==> src/rtl/rsfu_pkg.sv <==
package rsfu_pkg;

    localparam int CFG_IDX_W  = 3;
    localparam int CFG_DATA_W = 16;
    localparam int OUT_DATA_W = 56;

    // register indexes
    localparam logic [CFG_IDX_W-1:0] REG_FORMAT  = 3'd0;
    localparam logic [CFG_IDX_W-1:0] REG_MARKERS = 3'd1;
    localparam logic [CFG_IDX_W-1:0] REG_ROWS    = 3'd2;
    localparam logic [CFG_IDX_W-1:0] REG_COLS    = 3'd3;
    localparam logic [CFG_IDX_W-1:0] REG_WANT    = 3'd4;

    // pixel formats; codes above F_RAW12 behave as F_RAW8
    localparam logic [2:0] F_RAW8  = 3'd0;
    localparam logic [2:0] F_RAW10 = 3'd1;
    localparam logic [2:0] F_UNP10 = 3'd2;
    localparam logic [2:0] F_UNP12 = 3'd3;
    localparam logic [2:0] F_RAW12 = 3'd4;

    typedef enum logic [2:0] {
        K_PIXEL  = 3'd0,
        K_FRAME  = 3'd1,
        K_ALL    = 3'd2,
        K_NOHDR  = 3'd3,
        K_BADFTR = 3'd4,
        K_TRUNC  = 3'd5
    } t_kind;

    // Results caused by one byte: up to four pixels, then at most one event
    typedef struct packed {
        logic             has_pix;
        logic [3:0][15:0] pix;
        logic [11:0]      row;
        logic [11:0]      col;
        logic [15:0]      pix_frame;
        logic             has_evt;
        t_kind            evt_kind;
        logic [15:0]      evt_frame;
    } t_job;

endpackage

==> src/rtl/rsfu_front.sv <==
module rsfu_front #(
    parameter int MAX_ROWS     = 4096,
    parameter int MAX_COLS     = 4096,
    parameter int HEADER_BYTES = 32
) (
    input  logic                           i_clk,
    input  logic                           i_rst_n,
    input  logic                           i_cfg_we,
    input  logic [rsfu_pkg::CFG_IDX_W-1:0]  i_cfg_idx,
    input  logic [rsfu_pkg::CFG_DATA_W-1:0] i_cfg_data,
    input  logic                           i_valid,
    output logic                           o_ready,
    input  logic [7:0]                     i_byte,
    input  logic                           i_end,
    output logic                           o_push,
    output rsfu_pkg::t_job                 o_job,
    input  logic                           i_full
);
    import rsfu_pkg::*;

    localparam int RW   = $clog2(MAX_ROWS + 1);
    localparam int CW   = $clog2(MAX_COLS + 1);
    localparam int PW   = $clog2(HEADER_BYTES + 1);
    localparam int MW0  = (RW > CW) ? RW : CW;
    localparam int CMPW = ((MW0 > 13) ? MW0 : 13) + 1;
    localparam bit SKIP_ON = (HEADER_BYTES > 8);

    typedef enum logic [2:0] {
        M_START, M_SEARCH, M_SKIP, M_PIXEL, M_FOOTER
    } t_mode;

    function automatic logic [1:0] mark_class(input logic [2:0] fmt);
        logic [1:0] c;
        unique case (fmt) inside
            F_RAW8:           c = 2'd0;
            F_RAW10, F_UNP10: c = 2'd1;
            default:          c = 2'd2;
        endcase
        return c;
    endfunction

    function automatic logic [3:0] group_size(input logic [2:0] fmt);
        logic [3:0] s;
        unique case (fmt) inside
            F_RAW10:          s = 4'd5;
            F_UNP10, F_UNP12: s = 4'd8;
            F_RAW12:          s = 4'd6;
            default:          s = 4'd4;
        endcase
        return s;
    endfunction

    function automatic logic [7:0] marker_byte(input logic [1:0] cls, input logic [2:0] idx,
                                               input logic footer);
        logic [7:0] v;
        unique case (cls)
            2'd0:    v = (idx == 3'd7) ? 8'hf5 : (footer ? 8'hf1 : 8'hf0);
            2'd1:    v = (idx == 3'd7) ? 8'hf6 : (footer ? 8'hf1 : 8'hf0);
            default: v = 8'h00;
        endcase
        return v;
    endfunction

    function automatic logic [3:0][15:0] unpack(input logic [2:0] fmt,
                                                input logic [7:0][7:0] g);
        logic [3:0][15:0] p;
        unique case (fmt) inside
            F_RAW10: begin
                p[0] = {6'd0, g[1][1:0], g[0]};
                p[1] = {6'd0, g[2][3:0], g[1][7:2]};
                p[2] = {6'd0, g[3][5:0], g[2][7:4]};
                p[3] = {6'd0, g[4], g[3][7:6]};
            end
            F_UNP10, F_UNP12: begin
                for (int i = 0; i < 4; i++) begin
                    p[i] = {g[2*i+1], g[2*i]};
                end
            end
            F_RAW12: begin
                p[0] = {4'd0, g[0], g[2][3:0]};
                p[1] = {4'd0, g[1], g[2][7:4]};
                p[2] = {4'd0, g[3], g[5][3:0]};
                p[3] = {4'd0, g[4], g[5][7:4]};
            end
            default: begin
                for (int i = 0; i < 4; i++) begin
                    p[i] = {8'd0, g[i]};
                end
            end
        endcase
        return p;
    endfunction

    // configuration
    logic [2:0]  r_fmt;
    logic        r_mark;
    logic [12:0] r_rows;
    logic [12:0] r_cols;
    logic [15:0] r_want;

    // parser state
    t_mode          r_mode,    n_mode;
    logic [PW-1:0]  r_phase,   n_phase;
    logic [7:0][7:0] r_gb,     n_gb;
    logic           r_mok,     n_mok;
    logic [RW-1:0]  r_row,     n_row;
    logic [CW-1:0]  r_col,     n_col;
    logic [15:0]    r_frame,   n_frame;
    logic           r_stopped, n_stopped;

    logic [2:0]      fmt;
    logic [1:0]      cls;
    logic [3:0]      gsize;
    logic [CMPW-1:0] cols_eff;
    logic [CMPW-1:0] rows_eff;
    logic [16:0]     want_eff;
    logic [CMPW-1:0] row_ext;
    logic [CMPW-1:0] col_ext;
    logic [CMPW-1:0] col_sum;
    logic [CMPW-1:0] row_sum;
    logic [PW:0]     skip_sum;
    logic            acc;
    logic            do_finish;
    t_job            job;

    assign fmt      = (r_fmt > F_RAW12) ? F_RAW8 : r_fmt;
    assign cls      = mark_class(fmt);
    assign gsize    = group_size(fmt);
    assign cols_eff = (CMPW'(r_cols) > CMPW'(MAX_COLS)) ? CMPW'(MAX_COLS) : CMPW'(r_cols);
    assign rows_eff = (CMPW'(r_rows) > CMPW'(MAX_ROWS)) ? CMPW'(MAX_ROWS) : CMPW'(r_rows);
    assign want_eff = (r_want == 16'd0) ? 17'd1 : {1'b0, r_want};
    assign o_ready  = !i_full;
    assign acc      = i_valid && o_ready;

    always_comb begin
        n_mode    = r_mode;
        n_phase   = r_phase;
        n_gb      = r_gb;
        n_mok     = r_mok;
        n_row     = r_row;
        n_col     = r_col;
        n_frame   = r_frame;
        n_stopped = r_stopped;
        job       = '0;
        do_finish = 1'b0;
        row_ext   = '0;
        col_ext   = '0;
        col_sum   = '0;
        row_sum   = '0;
        skip_sum  = '0;

        if (acc && !r_stopped) begin
            if (r_mode == M_START) begin
                n_mode  = r_mark ? M_SEARCH : M_PIXEL;
                n_phase = '0;
                n_mok   = 1'b1;
                n_row   = '0;
                n_col   = '0;
            end
            row_ext       = CMPW'(n_row);
            col_ext       = CMPW'(n_col);
            job.row       = row_ext[11:0];
            job.col       = col_ext[11:0];
            job.pix_frame = r_frame;

            unique case (n_mode)
                M_SEARCH, M_FOOTER: begin
                    if (i_byte != marker_byte(cls, n_phase[2:0], n_mode == M_FOOTER)) begin
                        n_mok = 1'b0;
                    end
                    n_gb[n_phase[2:0]] = i_byte;
                    if (n_phase[2:0] == 3'd7) begin
                        n_phase = '0;
                        if (n_mode == M_SEARCH) begin
                            if (n_mok) begin
                                n_mode = SKIP_ON ? M_SKIP : M_PIXEL;
                            end
                        end else if (n_mok) begin
                            do_finish = 1'b1;
                        end else begin
                            job.has_evt   = 1'b1;
                            job.evt_kind  = K_BADFTR;
                            job.evt_frame = r_frame;
                            n_stopped     = 1'b1;
                        end
                        n_mok = 1'b1;
                    end else begin
                        n_phase = n_phase + 1'b1;
                    end
                end
                M_SKIP: begin
                    skip_sum = (PW+1)'(n_phase) + (PW+1)'(9);
                    if (skip_sum >= (PW+1)'(HEADER_BYTES)) begin
                        n_phase = '0;
                        n_mode  = M_PIXEL;
                    end else begin
                        n_phase = n_phase + 1'b1;
                    end
                end
                M_PIXEL: begin
                    n_gb[n_phase[2:0]] = i_byte;
                    if (({1'b0, n_phase[2:0]} + 4'd1) >= gsize) begin
                        n_phase     = '0;
                        job.has_pix = 1'b1;
                        job.pix     = unpack(fmt, n_gb);
                        col_sum     = col_ext + CMPW'(4);
                        if (col_sum >= cols_eff) begin
                            n_col   = '0;
                            row_sum = row_ext + CMPW'(1);
                            n_row   = RW'(row_sum);
                            if (row_sum >= rows_eff) begin
                                if (r_mark) begin
                                    n_mode = M_FOOTER;
                                    n_mok  = 1'b1;
                                end else begin
                                    do_finish = 1'b1;
                                end
                            end
                        end else begin
                            n_col = CW'(col_sum);
                        end
                    end else begin
                        n_phase = n_phase + 1'b1;
                    end
                end
                default: begin
                    n_mode = M_START;
                end
            endcase

            if (do_finish) begin
                job.has_evt   = 1'b1;
                job.evt_frame = r_frame;
                if (({1'b0, r_frame} + 17'd1) >= want_eff) begin
                    job.evt_kind = K_ALL;
                    n_stopped    = 1'b1;
                end else begin
                    job.evt_kind = K_FRAME;
                    n_frame      = r_frame + 16'd1;
                    n_mode       = M_START;
                end
            end

            // end of data replaces a frame-done event
            if (i_end && !n_stopped) begin
                job.has_evt   = 1'b1;
                job.evt_kind  = (n_mode == M_SEARCH || (n_mode == M_START && r_mark))
                                ? K_NOHDR : K_TRUNC;
                job.evt_frame = n_frame;
                n_stopped     = 1'b1;
            end
        end
    end

    assign o_job  = job;
    assign o_push = acc && (job.has_pix || job.has_evt);

    always_ff @(posedge i_clk) begin
        if (!i_rst_n) begin
            r_fmt     <= F_RAW8;
            r_mark    <= 1'b1;
            r_rows    <= 13'd2488;
            r_cols    <= 13'd3312;
            r_want    <= 16'd1;
            r_mode    <= M_START;
            r_phase   <= '0;
            r_gb      <= '0;
            r_mok     <= 1'b1;
            r_row     <= '0;
            r_col     <= '0;
            r_frame   <= '0;
            r_stopped <= 1'b0;
        end else begin
            r_mode    <= n_mode;
            r_phase   <= n_phase;
            r_gb      <= n_gb;
            r_mok     <= n_mok;
            r_row     <= n_row;
            r_col     <= n_col;
            r_frame   <= n_frame;
            r_stopped <= n_stopped;
            if (i_cfg_we) begin
                unique case (i_cfg_idx)
                    REG_FORMAT:  r_fmt  <= i_cfg_data[2:0];
                    REG_MARKERS: r_mark <= i_cfg_data[0];
                    REG_ROWS:    r_rows <= i_cfg_data[12:0];
                    REG_COLS:    r_cols <= i_cfg_data[12:0];
                    REG_WANT:    r_want <= i_cfg_data;
                    default: ;
                endcase
            end
        end
    end

    a_stop_holds: assert property (@(posedge i_clk) disable iff (!i_rst_n)
        r_stopped |=> r_stopped)
        else $error("parser left the stopped state without reset");

endmodule

==> src/rtl/rsfu_queue.sv <==
module rsfu_queue (
    input  logic           i_clk,
    input  logic           i_rst_n,
    input  logic           i_push,
    input  rsfu_pkg::t_job i_job,
    output logic           o_full,
    input  logic           i_pop,
    output rsfu_pkg::t_job o_head,
    output logic           o_empty
);
    import rsfu_pkg::*;

    localparam int DEPTH = 4;
    localparam int AW    = $clog2(DEPTH);

    t_job          r_mem [DEPTH];
    logic [AW-1:0] r_wr;
    logic [AW-1:0] r_rd;
    logic [AW:0]   r_cnt, n_cnt;

    assign o_full  = (r_cnt == (AW+1)'(DEPTH));
    assign o_empty = (r_cnt == '0);
    assign o_head  = r_mem[r_rd];

    always_comb begin
        n_cnt = r_cnt;
        case ({i_push, i_pop})
            2'b10:   n_cnt = r_cnt + 1'b1;
            2'b01:   n_cnt = r_cnt - 1'b1;
            default: n_cnt = r_cnt;
        endcase
    end

    always_ff @(posedge i_clk) begin
        if (!i_rst_n) begin
            r_wr  <= '0;
            r_rd  <= '0;
            r_cnt <= '0;
        end else begin
            if (i_push) begin
                r_wr <= r_wr + 1'b1;
            end
            if (i_pop) begin
                r_rd <= r_rd + 1'b1;
            end
            r_cnt <= n_cnt;
        end
    end

    always_ff @(posedge i_clk) begin
        if (i_push) begin
            r_mem[r_wr] <= i_job;
        end
    end

    a_cnt_bound: assert property (@(posedge i_clk) disable iff (!i_rst_n)
        r_cnt <= (AW+1)'(DEPTH))
        else $error("queue count beyond depth");

    a_no_overrun: assert property (@(posedge i_clk) disable iff (!i_rst_n)
        i_push |-> !o_full)
        else $error("request pushed into full queue");

    a_no_underrun: assert property (@(posedge i_clk) disable iff (!i_rst_n)
        i_pop |-> !o_empty)
        else $error("pop from empty queue");

endmodule

==> src/rtl/rsfu_back.sv <==
module rsfu_back (
    input  logic                           i_clk,
    input  logic                           i_rst_n,
    input  rsfu_pkg::t_job                 i_head,
    input  logic                           i_empty,
    output logic                           o_pop,
    output logic                           o_tvalid,
    input  logic                           i_tready,
    output logic [rsfu_pkg::OUT_DATA_W-1:0] o_tdata,
    output logic [2:0]                     o_tuser,
    output logic                           o_tlast
);
    import rsfu_pkg::*;

    localparam logic [2:0] IDX_EVT  = 3'd4;
    localparam logic [2:0] IDX_PIX3 = 3'd3;

    logic                  r_valid;
    logic [2:0]            r_idx;
    logic [OUT_DATA_W-1:0] r_data;
    t_kind                 r_kind;
    logic                  r_last;

    logic                  load;
    logic [2:0]            cur;
    logic [2:0]            last_idx;
    logic [OUT_DATA_W-1:0] n_data;
    t_kind                 n_kind;

    always_comb begin
        cur      = (r_idx == 3'd0 && !i_head.has_pix) ? IDX_EVT : r_idx;
        last_idx = i_head.has_evt ? IDX_EVT : IDX_PIX3;
        load     = !i_empty && (!r_valid || i_tready);
        o_pop    = load && (cur == last_idx);
        if (cur == IDX_EVT) begin
            n_kind = i_head.evt_kind;
            n_data = {i_head.evt_frame, 40'd0};
        end else begin
            n_kind = K_PIXEL;
            n_data = {i_head.pix_frame, i_head.pix[cur[1:0]],
                      i_head.col + {10'd0, cur[1:0]}, i_head.row};
        end
    end

    always_ff @(posedge i_clk) begin
        if (!i_rst_n) begin
            r_valid <= 1'b0;
            r_idx   <= '0;
        end else if (load) begin
            r_valid <= 1'b1;
            r_idx   <= o_pop ? 3'd0 : cur + 3'd1;
        end else if (i_tready) begin
            r_valid <= 1'b0;
        end
    end

    always_ff @(posedge i_clk) begin
        if (load) begin
            r_data <= n_data;
            r_kind <= n_kind;
            r_last <= o_pop;
        end
    end

    assign o_tvalid = r_valid;
    assign o_tdata  = r_data;
    assign o_tuser  = r_kind;
    assign o_tlast  = r_last;

    a_evt_closes: assert property (@(posedge i_clk) disable iff (!i_rst_n)
        (o_tvalid && o_tuser != K_PIXEL) |-> o_tlast)
        else $error("event result not last of its byte");

    a_evt_zero: assert property (@(posedge i_clk) disable iff (!i_rst_n)
        (o_tvalid && o_tuser != K_PIXEL) |-> (o_tdata[39:0] == 40'd0))
        else $error("event result carries pixel fields");

endmodule

==> src/rtl/raw_sensor_frame_unpacker.sv <==
// Channel   Dir  Handshake                   Payload
// s_axis    in   s_axis_tvalid/tready        tdata[7:0] data_byte, tlast end_of_data
// m_axis    out  m_axis_tvalid/tready        tdata row/col/value/frame, tuser kind,
//                                            tlast run_last
// cfg       in   i_cfg_we                    i_cfg_idx register, i_cfg_data value
//
// The front parser takes one byte per cycle while the queue has room; results leave one per
// cycle from the output register while m_axis_tready is high, so a byte yielding k results
// holds the output until all k have left. A four-entry request queue between parser and
// emitter absorbs bursts; the input stalls only when it is full. A byte's first result
// passes through the queue and then the output register. Synchronous active-low reset restores
// configuration, parser, queue and output control; queue and output data need no clearing pass.
module raw_sensor_frame_unpacker #(
    parameter int MAX_ROWS     = 4096,
    parameter int MAX_COLS     = 4096,
    parameter int HEADER_BYTES = 32
) (
    input  logic                            i_clk,
    input  logic                            i_rst_n,
    input  logic                            i_cfg_we,
    input  logic [rsfu_pkg::CFG_IDX_W-1:0]  i_cfg_idx,
    input  logic [rsfu_pkg::CFG_DATA_W-1:0] i_cfg_data,
    input  logic                            s_axis_tvalid,
    output logic                            s_axis_tready,
    input  logic [7:0]                      s_axis_tdata,  // [7:0] data_byte
    input  logic                            s_axis_tlast,
    output logic                            m_axis_tvalid,
    input  logic                            m_axis_tready,
    // [11:0] pixel_row, [23:12] pixel_col, [39:24] pixel_value, [55:40] frame_number
    output logic [rsfu_pkg::OUT_DATA_W-1:0] m_axis_tdata,
    output logic [2:0]                      m_axis_tuser,  // [2:0] kind
    output logic                            m_axis_tlast
);
    import rsfu_pkg::*;

    logic push;
    logic pop;
    logic full;
    logic empty;
    t_job front_job;
    t_job head_job;

    rsfu_front #(
        .MAX_ROWS     (MAX_ROWS),
        .MAX_COLS     (MAX_COLS),
        .HEADER_BYTES (HEADER_BYTES)
    ) u_front (
        .i_clk      (i_clk),
        .i_rst_n    (i_rst_n),
        .i_cfg_we   (i_cfg_we),
        .i_cfg_idx  (i_cfg_idx),
        .i_cfg_data (i_cfg_data),
        .i_valid    (s_axis_tvalid),
        .o_ready    (s_axis_tready),
        .i_byte     (s_axis_tdata),
        .i_end      (s_axis_tlast),
        .o_push     (push),
        .o_job      (front_job),
        .i_full     (full)
    );

    rsfu_queue u_queue (
        .i_clk   (i_clk),
        .i_rst_n (i_rst_n),
        .i_push  (push),
        .i_job   (front_job),
        .o_full  (full),
        .i_pop   (pop),
        .o_head  (head_job),
        .o_empty (empty)
    );

    rsfu_back u_back (
        .i_clk    (i_clk),
        .i_rst_n  (i_rst_n),
        .i_head   (head_job),
        .i_empty  (empty),
        .o_pop    (pop),
        .o_tvalid (m_axis_tvalid),
        .i_tready (m_axis_tready),
        .o_tdata  (m_axis_tdata),
        .o_tuser  (m_axis_tuser),
        .o_tlast  (m_axis_tlast)
    );

endmodule

==> config.mk <==
export PLATFORM = sky130hd
export DESIGN_NAME = raw_sensor_frame_unpacker
export DESIGN_NICKNAME = d
export VERILOG_FILES = /design/src/rtl/rsfu_pkg.sv /design/src/rtl/rsfu_front.sv /design/src/rtl/rsfu_queue.sv /design/src/rtl/rsfu_back.sv /design/src/rtl/raw_sensor_frame_unpacker.sv
export SDC_FILE = /design/constraint.sdc
export NUM_CORES = 1
export LEC_CHECK = 0
export BUFFER_PORTS_ARGS = -buffer_cell sky130_fd_sc_hd__clkbuf_2
export CAP_MARGIN = 20
export CELL_PAD_IN_SITES_DETAIL_PLACEMENT = 0
export CELL_PAD_IN_SITES_GLOBAL_PLACEMENT = 2
export CORE_ASPECT_RATIO = 1.25
export CORE_MARGIN = 2
export CORE_UTILIZATION = 41
export DETAILED_ROUTE_END_ITERATION = 12
export PLACE_DENSITY_LB_ADDON = 0.1
export SYNTH_ARGS = -nofsm -noshare
export SYNTH_HDL_FRONTEND = slang
export SYNTH_SLANG_ARGS = --single-unit
==> constraint.sdc <==
create_clock -name i_clk -period 6 [get_ports i_clk]
set_input_delay 0.9 -clock i_clk [delete_from_list [all_inputs] [get_ports i_clk]]
set_output_delay 0.9 -clock i_clk [all_outputs]
set_load 0.02 [all_outputs]
== Word level (Yosys, flattened, before mapping) ==
Memories as Yosys holds them, arrays and structs flattened. A register that Yosys moved wholly into a read port is not among the register bits.
Index checks and enable logic that the tools add are counted.

* Flip-flop bits (word level): 234
* Latch bits: 0
* RAM bits: 500
* Bits in read-only memories: 0
* Bits of input ports: 33
* Logic and storage cells: 213
* Memories: 1

* $add $sub $neg: 13
* $mul: 0
* Divide/modulo/power cells: 0
* Magnitude comparators: 11
* Equal/unequal tests: 21
* Shift-type cells: 0
* Muxes and demuxes: 100
* Bitwise gates (word level): 0
* Reductions and logical operators: 38

{| class="wikitable"
|+ Memory list
! name !! depth !! width !! rd ports !! clocked after Yosys merged registers in !! wr ports !! line !! RTL
|-
| u_queue.r_mem || 4 || 125 || 1 || 1 || 1 || rsfu_queue.sv:16 || <nowiki>t_job r_mem [DEPTH];</nowiki>
|}

{| class="wikitable"
|+ Operator list
! cell !! number
|-
| $pmux W64 S3 || 1
|-
| $mux W13 || 12
|-
| $mux W65 || 2
|-
| $mux W125 || 1
|-
| $mux W20 || 6
|-
| $bwmux W64 || 1
|-
| $mux W16 || 4
|-
| $mux W56 || 1
|-
| $mux W3 || 18
|-
| $mux W8 || 5
|-
| $bmux W16 S2 || 1
|-
| $mux W1 || 30
|-
| $mux W6 || 5
|-
| $ge A14 B14 Y1 || 2
|-
| $gt A13 B13 Y1 const B || 2
|-
| $demux W8 S3 || 1
|-
| $eq A3 B2 Y1 const B || 6
|-
| $eq A3 B3 Y1 const B || 6
|-
| $logic_not A3 Y1 || 6
|-
| $pmux W6 S3 || 1
|-
| $add A16 B1 Y17 const B || 1
|-
| $ge A17 B17 Y1 || 1
|-
| $add A16 B1 Y16 const B || 1
|-
| $logic_not A16 Y1 || 1
|-
| 35 further kinds || 68
|}

== Depth between registers and ports, before layout ==
Gate-level depths: netlist (run 1).

* Word-level depth: 32
* Mapped depth: 22

== Cells and area by module ==
Synthesis (run 1) repeated with hierarchy kept, for this count alone.

* Cell total of the unflattened synthesis: 2544
* Area total of the unflattened synthesis: 33447.1 sq um

{| class="wikitable"
|+ Modules (own cells, without submodules)
! module !! times used !! cells each !! area an instance (sq um)
|-
| rsfu_queue || 1 || 699 || 18455.2
|-
| rsfu_front || 1 || 1608 || 11908.9
|-
| rsfu_back || 1 || 237 || 3083.0
|}

== Worst setup path before layout (run 1) ==
No wires, ideal clock.

* Path type: register -> register
* Start point: register u_front.r_mode[0]
* End point: memory u_queue.r_mem[0][0] (netlist name) (enable)
* Setup time: 0.499 ns
* Arrival: 5.713 ns
* Data required time: 5.501 ns
* Slack: -0.211 ns
* Cell stages (with the launch flop): 14
* Buffers on the path: 3
* Path through: dfxtp_1 buf_2 o31ai_1 inv_1 nand3_2 inv_1 clkbuf_1 clkbuf_1 ha_1 nand2_1 o21ai_0 nand2_1 a21oi_1 and2_1

* Cells in the longest elaborated chain, start to end: 28
* Elaborated cells between the ends (all ways): 61
* Those cells by class: add/sub: 3; order compare: 3; eq/ne: 5; mux: 44; reduce/logical: 6

{| class="wikitable"
|+ RTL lines
! item !! line !! RTL
|-
| start, declared || rsfu_front.sv:102 || <nowiki>t_mode r_mode, n_mode;</nowiki>
|-
| start signal, assigned || rsfu_front.sv:274 || <nowiki>r_mode <= n_mode;</nowiki>
|-
| branches (longest 23 deep; another with $add A13 B1 Y14) || - ||
|-
| $mux W125 (*) || rsfu_front.sv:152 || <nowiki>if (acc && !r_stopped) begin</nowiki>
|-
| $logic_or A1 B1 Y1 (*) || rsfu_front.sv:256 || <nowiki>assign o_push = acc && (job.has_pix || job.has_evt);</nowiki>
|-
| $logic_and A1 B1 Y1 (*) || rsfu_front.sv:256 ||
|-
| $mux W1 (*) || rsfu_queue.sv:51 || <nowiki>if (i_push) begin</nowiki>
|-
| $mux W1 (implied by the code) (*) || rsfu_queue.sv:52 || <nowiki>r_mem[r_wr] <= i_job;</nowiki>
|-
| end, declared || rsfu_queue.sv:16 ||
|}

Mark *: on every way between the ends. The select of a mux whose other input is x is not followed.

==> results of run 1 <==
[state kept, by name, summed over array words and instances, names as in the netlist, 6 cells and up, named ones only]
name and flops:
u_back.o_tdata 56, u_front.r_col 13, u_front.r_cols 13, u_front.r_frame 16, u_front.r_gb 64, u_front.r_phase 6, u_front.r_row 13, u_front.r_rows 13
u_front.r_want 16, u_queue.r_mem 500
[critical path: stages (launching register included)]
cell and delay, ps:
dfxtp_1 650, or3_1 420, buf_4 340, nand2_1 140, nor2_1 260, and2_1 290, nand2_1 110, xor2_1 160
nor2_1 70, ha_1 340, nand4_1 90, a21oi_1 130, o41ai_1 90, a31o_2 230, a21oi_1 360, a22oi_2 170
buf_12 230, or4_1 490, a21oi_1 310
[final cells by class]
cell class,count,area (sq um),share of cell area
Clock buffer,96,2100,0.0557
Clock inverter,44,494,0.0131
Inverter,48,180,0.00477
Multi-Input combinational cell,1539,12300,0.326
Sequential cell,736,20300,0.539
Tap cell,1071,1340,0.0355
Timing Repair Buffer,148,982,0.0260
[cell usage in the layout, fill, tap and decap left out, drive strengths merged, types with 16 or more instances in the layout]
| cell | n |
|---|---|
| ha | 59 |
| inv | 53 |
| o21ai | 66 |
| mux2 | 36 |
| nor2b | 39 |
| a211oi | 39 |
| or3 | 21 |
| nand2 | 277 |
| nor2 | 122 |
| nand3 | 62 |
| xnor2 | 22 |
| o211a | 41 |
| nand2b | 21 |
| nor3 | 20 |
| buf | 54 |
| nor4 | 16 |
| mux2i | 78 |
| xor2 | 25 |
| a21boi | 58 |
| clkinv | 23 |
| and2 | 77 |
| clkbuf | 190 |
| and3 | 48 |
| a21oi | 90 |
| edfxtp | 560 |
| dfxtp | 176 |
| o31ai | 17 |
| mux4 | 141 |
[how the worst max path moves through the flow]
stage | slack [ps] | depth (start not counted) | from | endpoint
6_report | 860 | 18 | u_front.r_mode[2] | u_queue.r_mem[2][11]
5_1_grt | 470 | 18 | u_front.r_mode[0] | u_queue.r_mem[2][11]
4_1_cts | 900 | 18 | u_front.r_mode[2] | u_queue.r_mem[2][11]
3_5_place_dp | 950 | 18 | u_front.r_mode[1] | u_queue.r_mem[3][11]
3_3_place_gp | 1090 | 16 | u_front.r_frame[2] | u_queue.r_mem[0][10]
2_1_floorplan | 1160 | 13 | u_front.r_mode[0] | u_queue.r_mem[0][0]
[cell families (layout without fill, tap and decap cells)]
family	Yosys count	count (layout)	share of synthesized area
adders and majority gates	61	61	0.0232
buffers and inverters	233	336	0.0284
muxes	255	255	0.130
AOI/OAI and AO/OA	420	420	0.0884
and+or+nand+nor	756	756	0.111
xor gates and xnor gates	47	47	0.0123
DFF	736	736	0.606
[through the flow]
stage	instances	worst slack, ps	instance area [sq um]
after floorplan	2508	1160	33500
after global placement	3540	1090	35100
after detailed placement	3541	953	35100
after CTS	3681	895	37700
after global routing	3682	472	37700
final	3682	863	37700
[metal layers]
layer  routed length [um]  part of all wire
met1                42100              0.48
met2                38400              0.44
met3                 4910             0.056
met5                    0                 0
met4                 1900             0.022
[power groups by stage]
| stage | sequential [mW] | combinational (mW) | clock [mW] |
|---|---|---|---|
| detailed placement | 5.93 | 1.55 | 0 |
| global route | 5.84 | 1.66 | 5.22 |
| global placement | 5.92 | 1.54 | 0 |
| CTS | 5.82 | 1.56 | 5.03 |
| finish | 5.82 | 1.52 | 4.90 |
| floorplan | 6.05 | 0.923 | 0 |
==> summary.md, run 1 <==
| Metric | Value |
|---|---|
| Status | `complete, no violations` |
| Grt met3 use | `0.0327` |
| Area of the die | `84100 sq um` |
| Worst Path Max Fanout | `49` |
| H-tree Lvls | `3` |
| Num CTS Buffers | `77` |
| Total Routed Length | `87.3 mm` |
| Yosys top cell by area | `edfxtp_1` |
| # diodes | `0` |
| Net switching fraction of the power | `0.248` |
| Synth unique cells | `79` |
| Ports | `95` |
| Setup TNS | `0 ps` |
| Period utilization | `0.856` |
| Switch Pwr | `3.03 mW` |
| Crit. End Element | `flop` |
| Busiest grt layer | `met1` |
| Reg clk slew, reported paths | `60 ps` |
| Hold endpoint | `u_front.r_cols[0]` |
| Post-CTS sizing | `0` |
| Req. time, crit path | `6400 ps` |
| Maximum clock frequency | `195 MHz` |
| Worst R2R Start | `u_front.r_mode[2]` |
| Setup bufs post-CTS | `0` |
| Port bufs | `94` |
| Largest net degree at the start of global routing | `105` |
| Power Internal | `9.20 mW` |
| Fillcell total | `7245` |
| # DRC | `0` |
| Worst R2R End | `u_queue.r_mem[2][11]` |
| Syn Area/Cell | `13.4 sq um` |
| Worst IR Drop VDD | `191 uV` |
| Worst Path Arrival | `5540 ps` |
| Share of total power in sequential cells | `0.476` |
| Mapped Area | `33500 sq um` |
| Unrepaired setup endpoints after global routing | `false` |
| Min-Delay Path Class | `flop to flop` |
| Gpl congestion | `0.792` |
| Most numerous cell in the Yosys netlist | `edfxtp_1` |
| Share of the synthesized area in the top cell type | `0.501` |
| Share of cells above drive strength 1 | `0.185` |
| Clk buf depth | `3` |
| Starting Density | `0.413` |
| Hold Path Depth | `2` |
| Grt met2 use | `0.312` |
| Crit path launch type | `flop` |
| Register area share after synthesis | `0.606` |
| Net Count, Synth | `2602` |
| First-pass GRT wire length | `131 mm` |
| Top_reg_cell synth | `edfxtp_1` |
| NumNets Final | `2644` |
| Register-to-Register Setup Slack | `860 ps` |
| CTS tree | `yes` |
| Power Total | `12.2 mW` |
| Final setup vio count | `0` |
| Max-slew headroom | `0.267` |
| DRT Pass-1 Iters | `5` |
| PwrDens | `324 nW/um^2` |
| Via count of the first global-routing pass | `20400` |
| Total grt overflow | `0` |
| Die W | `260 um` |
| Hold wc startpoint | `u_front.r_cols[0]` |
| Hold_ws | `465 ps` |
| Worst-margin pin slew | `1100 ps` |
| Final Max Slew Viols | `0` |
| Synth Register Bits | `736` |
| Crit path time final | `5140 ps` |
| Synth area leaders | `edfxtp_1, dfxtp_1, mux4_2` |
| Kind of critical path | `flop to flop` |
| DP Wirelength | `57.1 mm` |
| Synth Warn # | `0` |
| Max_cap viols | `0` |
| DRT iter0 DRCs | `1878` |
| Die height | `324 um` |
| Final core utilization | `0.464` |
| GR Util met1 | `0.314` |
| Via count | `20800` |
| Combinational share of power | `0.124` |
| Gr usage total | `0.209` |
| Number of flops mapped to enable cells by yosys | `560` |
| Initial antenna violation count | `2` |
| Core footprint | `81200 sq um` |
| Synth async-reset ratio | `0` |
| Post-route ant nets | `0` |
| Via density | `5.65` |
| Clock Skew | `35.8 ps` |
| Leakage | `13.0 nW` |
| WL/cell | `23.7 um` |
| Clock Latency Late Sink | `640 ps` |
| Layout Area Growth over Synthesis | `12.5%` |
| Clock Sinks | `736` |
| Root Driver | `clkbuf_16` |
| Site Rows | `117` |
| Clock power share | `0.400` |
| Final hold violations | `0` |
| CTS Hold Buffers Added | `0` |
| Post-Syn Instances | `2508` |
| Worst Reg-to-Reg Cells | `18` |
| Most common library cells after synthesis | `edfxtp_1, nand2_1, dfxtp_1` |
Note: power is estimated with default switching activity, not from simulation.
==> run 2, diff against run 1 <==
--- a/config.mk
+++ b/config.mk
@@ -11,7 +11,7 @@
 export CELL_PAD_IN_SITES_GLOBAL_PLACEMENT = 2
 export CORE_ASPECT_RATIO = 1.25
 export CORE_MARGIN = 2
-export CORE_UTILIZATION = 41
+export CORE_UTILIZATION = 45
 export DETAILED_ROUTE_END_ITERATION = 12
 export PLACE_DENSITY_LB_ADDON = 0.1
 export SYNTH_ARGS = -nofsm -noshare
==> constraint.sdc (replaced) <==
create_clock -name i_clk -period 5.4 [get_ports i_clk]
set_input_delay 0.81 -clock i_clk [delete_from_list [all_inputs] [get_ports i_clk]]
set_output_delay 0.81 -clock i_clk [all_outputs]
set_load 0.02 [all_outputs]
==> run 2 against run 1 <==
Effect of this change:
- maximum frequency increased by 4.5%
- critical path depth is 5 lower
- clock skew shrank 7.6 ps
- sequential power is 11% higher
- utilization rose by 4.7 points
- non-clock buffer count up 14
- critical endpoint is now u_queue.r_mem[2][0]
- largest cell class unchanged
- largest power group unchanged
- highest routed layer unchanged
==> summary.md, run 2 (synthesis results as in run 1) <==
| Metric | Value |
|---|---|
| Status | `complete, no violations` |
| Commonest non-fill, non-tap cell in the layout | `edfxtp_1` |
| Gr usage total | `0.227 (+0.0188)` |
| Clock Skew | `28.2 ps (-7.63 ps)` |
| Setup WS pre-CTS | `539 ps (-414 ps)` |
| Grt met2 use | `0.345 (+0.0331)` |
| Total Routed Length | `85.9 mm (-1.6%)` |
| DRT Pass-1 Iters | `6 (+1)` |
| GR Util met1 | `0.346 (+0.0321)` |
| Hold wc startpoint | `i_cfg_data[13]` |
| Post-route ant nets | `0 (unchanged)` |
| DRT iter0 DRCs | `1650 (-12%)` |
| # diodes | `0 (unchanged)` |
| Clk buf depth | `3 (unchanged)` |
| Final hold violations | `0 (unchanged)` |
| Setup bufs post-CTS | `0 (unchanged)` |
| Busiest grt layer | `met1` |
| CTS tree | `yes` |
| Maximum clock frequency | `203 MHz (+4.5%)` |
| Via density | `5.81 (+2.8%)` |
| Worst R2R Start | `u_front.r_frame[0]` |
| Core footprint | `73600 sq um (-9.4%)` |
| DP Wirelength | `56.6 mm (-0.86%)` |
| Kind of critical path | `flop to flop` |
| Most frequent cells in the layout | `edfxtp_1, nand2_1, dfxtp_1` |
| Req. time, crit path | `5780 ps (-620 ps)` |
| Placed cell area | `35100 sq um (about the same)` |
| Ports | `95 (unchanged)` |
| Worst Path Max Fanout | `19 (-61%)` |
| # DRC | `0 (unchanged)` |
| Clock power share | `0.395 (-0.005)` |
| CTS Hold Buffers Added | `0 (unchanged)` |
| Num CTS Buffers | `76 (-1.3%)` |
| Non-Filler Instances | `3584 (-2.7%)` |
| Worst Path Arrival | `5300 ps (-240 ps)` |
| Clock Sinks | `736 (unchanged)` |
| Dpl cells | `3445 (-2.7%)` |
| Switch Pwr | `3.33 mW (+9.7%)` |
| NumNets Final | `2657 (+0.49%)` |
| Final Max Slew Viols | `0 (unchanged)` |
| Post-CTS sizing | `0 (unchanged)` |
| First-pass GRT wire length | `130 mm (-0.93%)` |
| Final Worst Setup Slack | `483 ps (-380 ps)` |
| Gpl congestion | `0.804 (+1.5%)` |
| Via count | `20800 (+0.024%)` |
| Max reg flops | `500 (unchanged)` |
| Crit path from | `u_front.r_frame[0]` |
| Hold_ws | `438 ps (-27.0 ps)` |
| Die height | `309 um (-4.5%)` |
| Final setup vio count | `0 (unchanged)` |
| Period utilization | `0.911 (+0.0544)` |
| Worst IR Drop VDD | `258 uV (+35%)` |
| Final core utilization | `0.511 (+0.0469)` |
| Site Rows | `111 (-5.1%)` |
| Starting Density | `0.456 (+0.0428)` |
| Area of the die | `76800 sq um (-8.8%)` |
| Max_cap viols | `0 (unchanged)` |
| Power Total | `13.5 mW (+10%)` |
| Final instance area | `37600 sq um (-0.25%)` |
| Share of total power in sequential cells | `0.480 (+0.004)` |
| Combinational share of power | `0.126 (+0.002)` |
| Largest net degree at the start of global routing | `124 (+18%)` |
| Crit path launch type | `flop` |
| Reg clk slew, reported paths | `60 ps (about the same)` |
| Root Driver | `clkbuf_16` |
| Clock Latency Late Sink | `630 ps (about the same)` |
| Power Internal | `10.1 mW (+10%)` |
| Port bufs | `94 (unchanged)` |
| Die W | `248 um (-4.5%)` |
| Crit. End Element | `flop` |
| Net switching fraction of the power | `0.247 (-0.00112)` |
| Min-Delay Path Class | `input port to flop` |
| Leakage | `13.0 nW (+0.34%)` |
| PwrDens | `358 nW/um^2 (+10%)` |
| Initial antenna violation count | `0 (-2)` |
| Share of cells above drive strength 1 | `0.186 (+0.000225)` |
| WL/cell | `24.0 um (+1.1%)` |
| Layout Area Growth over Synthesis | `12.2%` |
| Largest Register | `u_queue.r_mem` |
| H-tree Lvls | `3 (unchanged)` |
| Via count of the first global-routing pass | `20500 (+0.46%)` |
| Max-slew headroom | `0.286 (+0.0188)` |
| Grt met3 use | `0.0338 (+0.00116)` |
| Unrepaired setup endpoints after global routing | `false` |
| Setup TNS | `0 ps (unchanged)` |
| Total grt overflow | `0 (unchanged)` |
| Crit path time final | `4920 ps (-220 ps)` |
| Worst-margin pin slew | `1070 ps (-28.1 ps)` |
run 2: worst paths after layout:
path | to | slack [ps] | cells past startpoint
max | u_queue.r_mem[2][0] | 480 | 13
min | u_front.r_want[13] | 440 | 3
max reg2reg | u_queue.r_mem[2][0] | 480 | 13
min reg2reg | u_front.r_rows[0] | 460 | 2
run 2: layout make-up:
cell class | count | area, sq um
clock buffer | 97 | 2050
clock inverter | 42 | 465
fill | 6306 | 36000
inverter | 48 | 180
multi-input combinational | 1539 | 12300
sequential | 736 | 20300
tap | 960 | 1200
timing repair buffer | 162 | 1110
run 2: power groups by stage:
stage	registers, mW	logic, mW	clock network (mW)
6_report	6.47	1.69	5.32
3_3_place_gp	6.58	1.71	0
2_1_floorplan	6.72	1.02	0
4_1_cts	6.47	1.73	5.44
5_1_grt	6.49	1.85	5.65
3_5_place_dp	6.59	1.72	0
run 2: routing by layer:
metal  routed length, um  up-vias  part of all wire
met5                   0        -                 0
met4                1380        0             0.016
met3                4720       99             0.055
met2               38700      506              0.45
met1               41100    10600              0.48
li1                    -     9610                 -
run 2: critical path, cell delays in order, from the launching register on:
cell and delay [ps]:
dfxtp_1 510, ha_1 320, and3_1 400, nand4_1 340
xnor2_1 360, ha_1 310, a21oi_1 140, o21ai_0 140
a211o_1 250, o221ai_1 200, nand2_1 460, buf_4 390
or4_1 470, a21oi_1 370
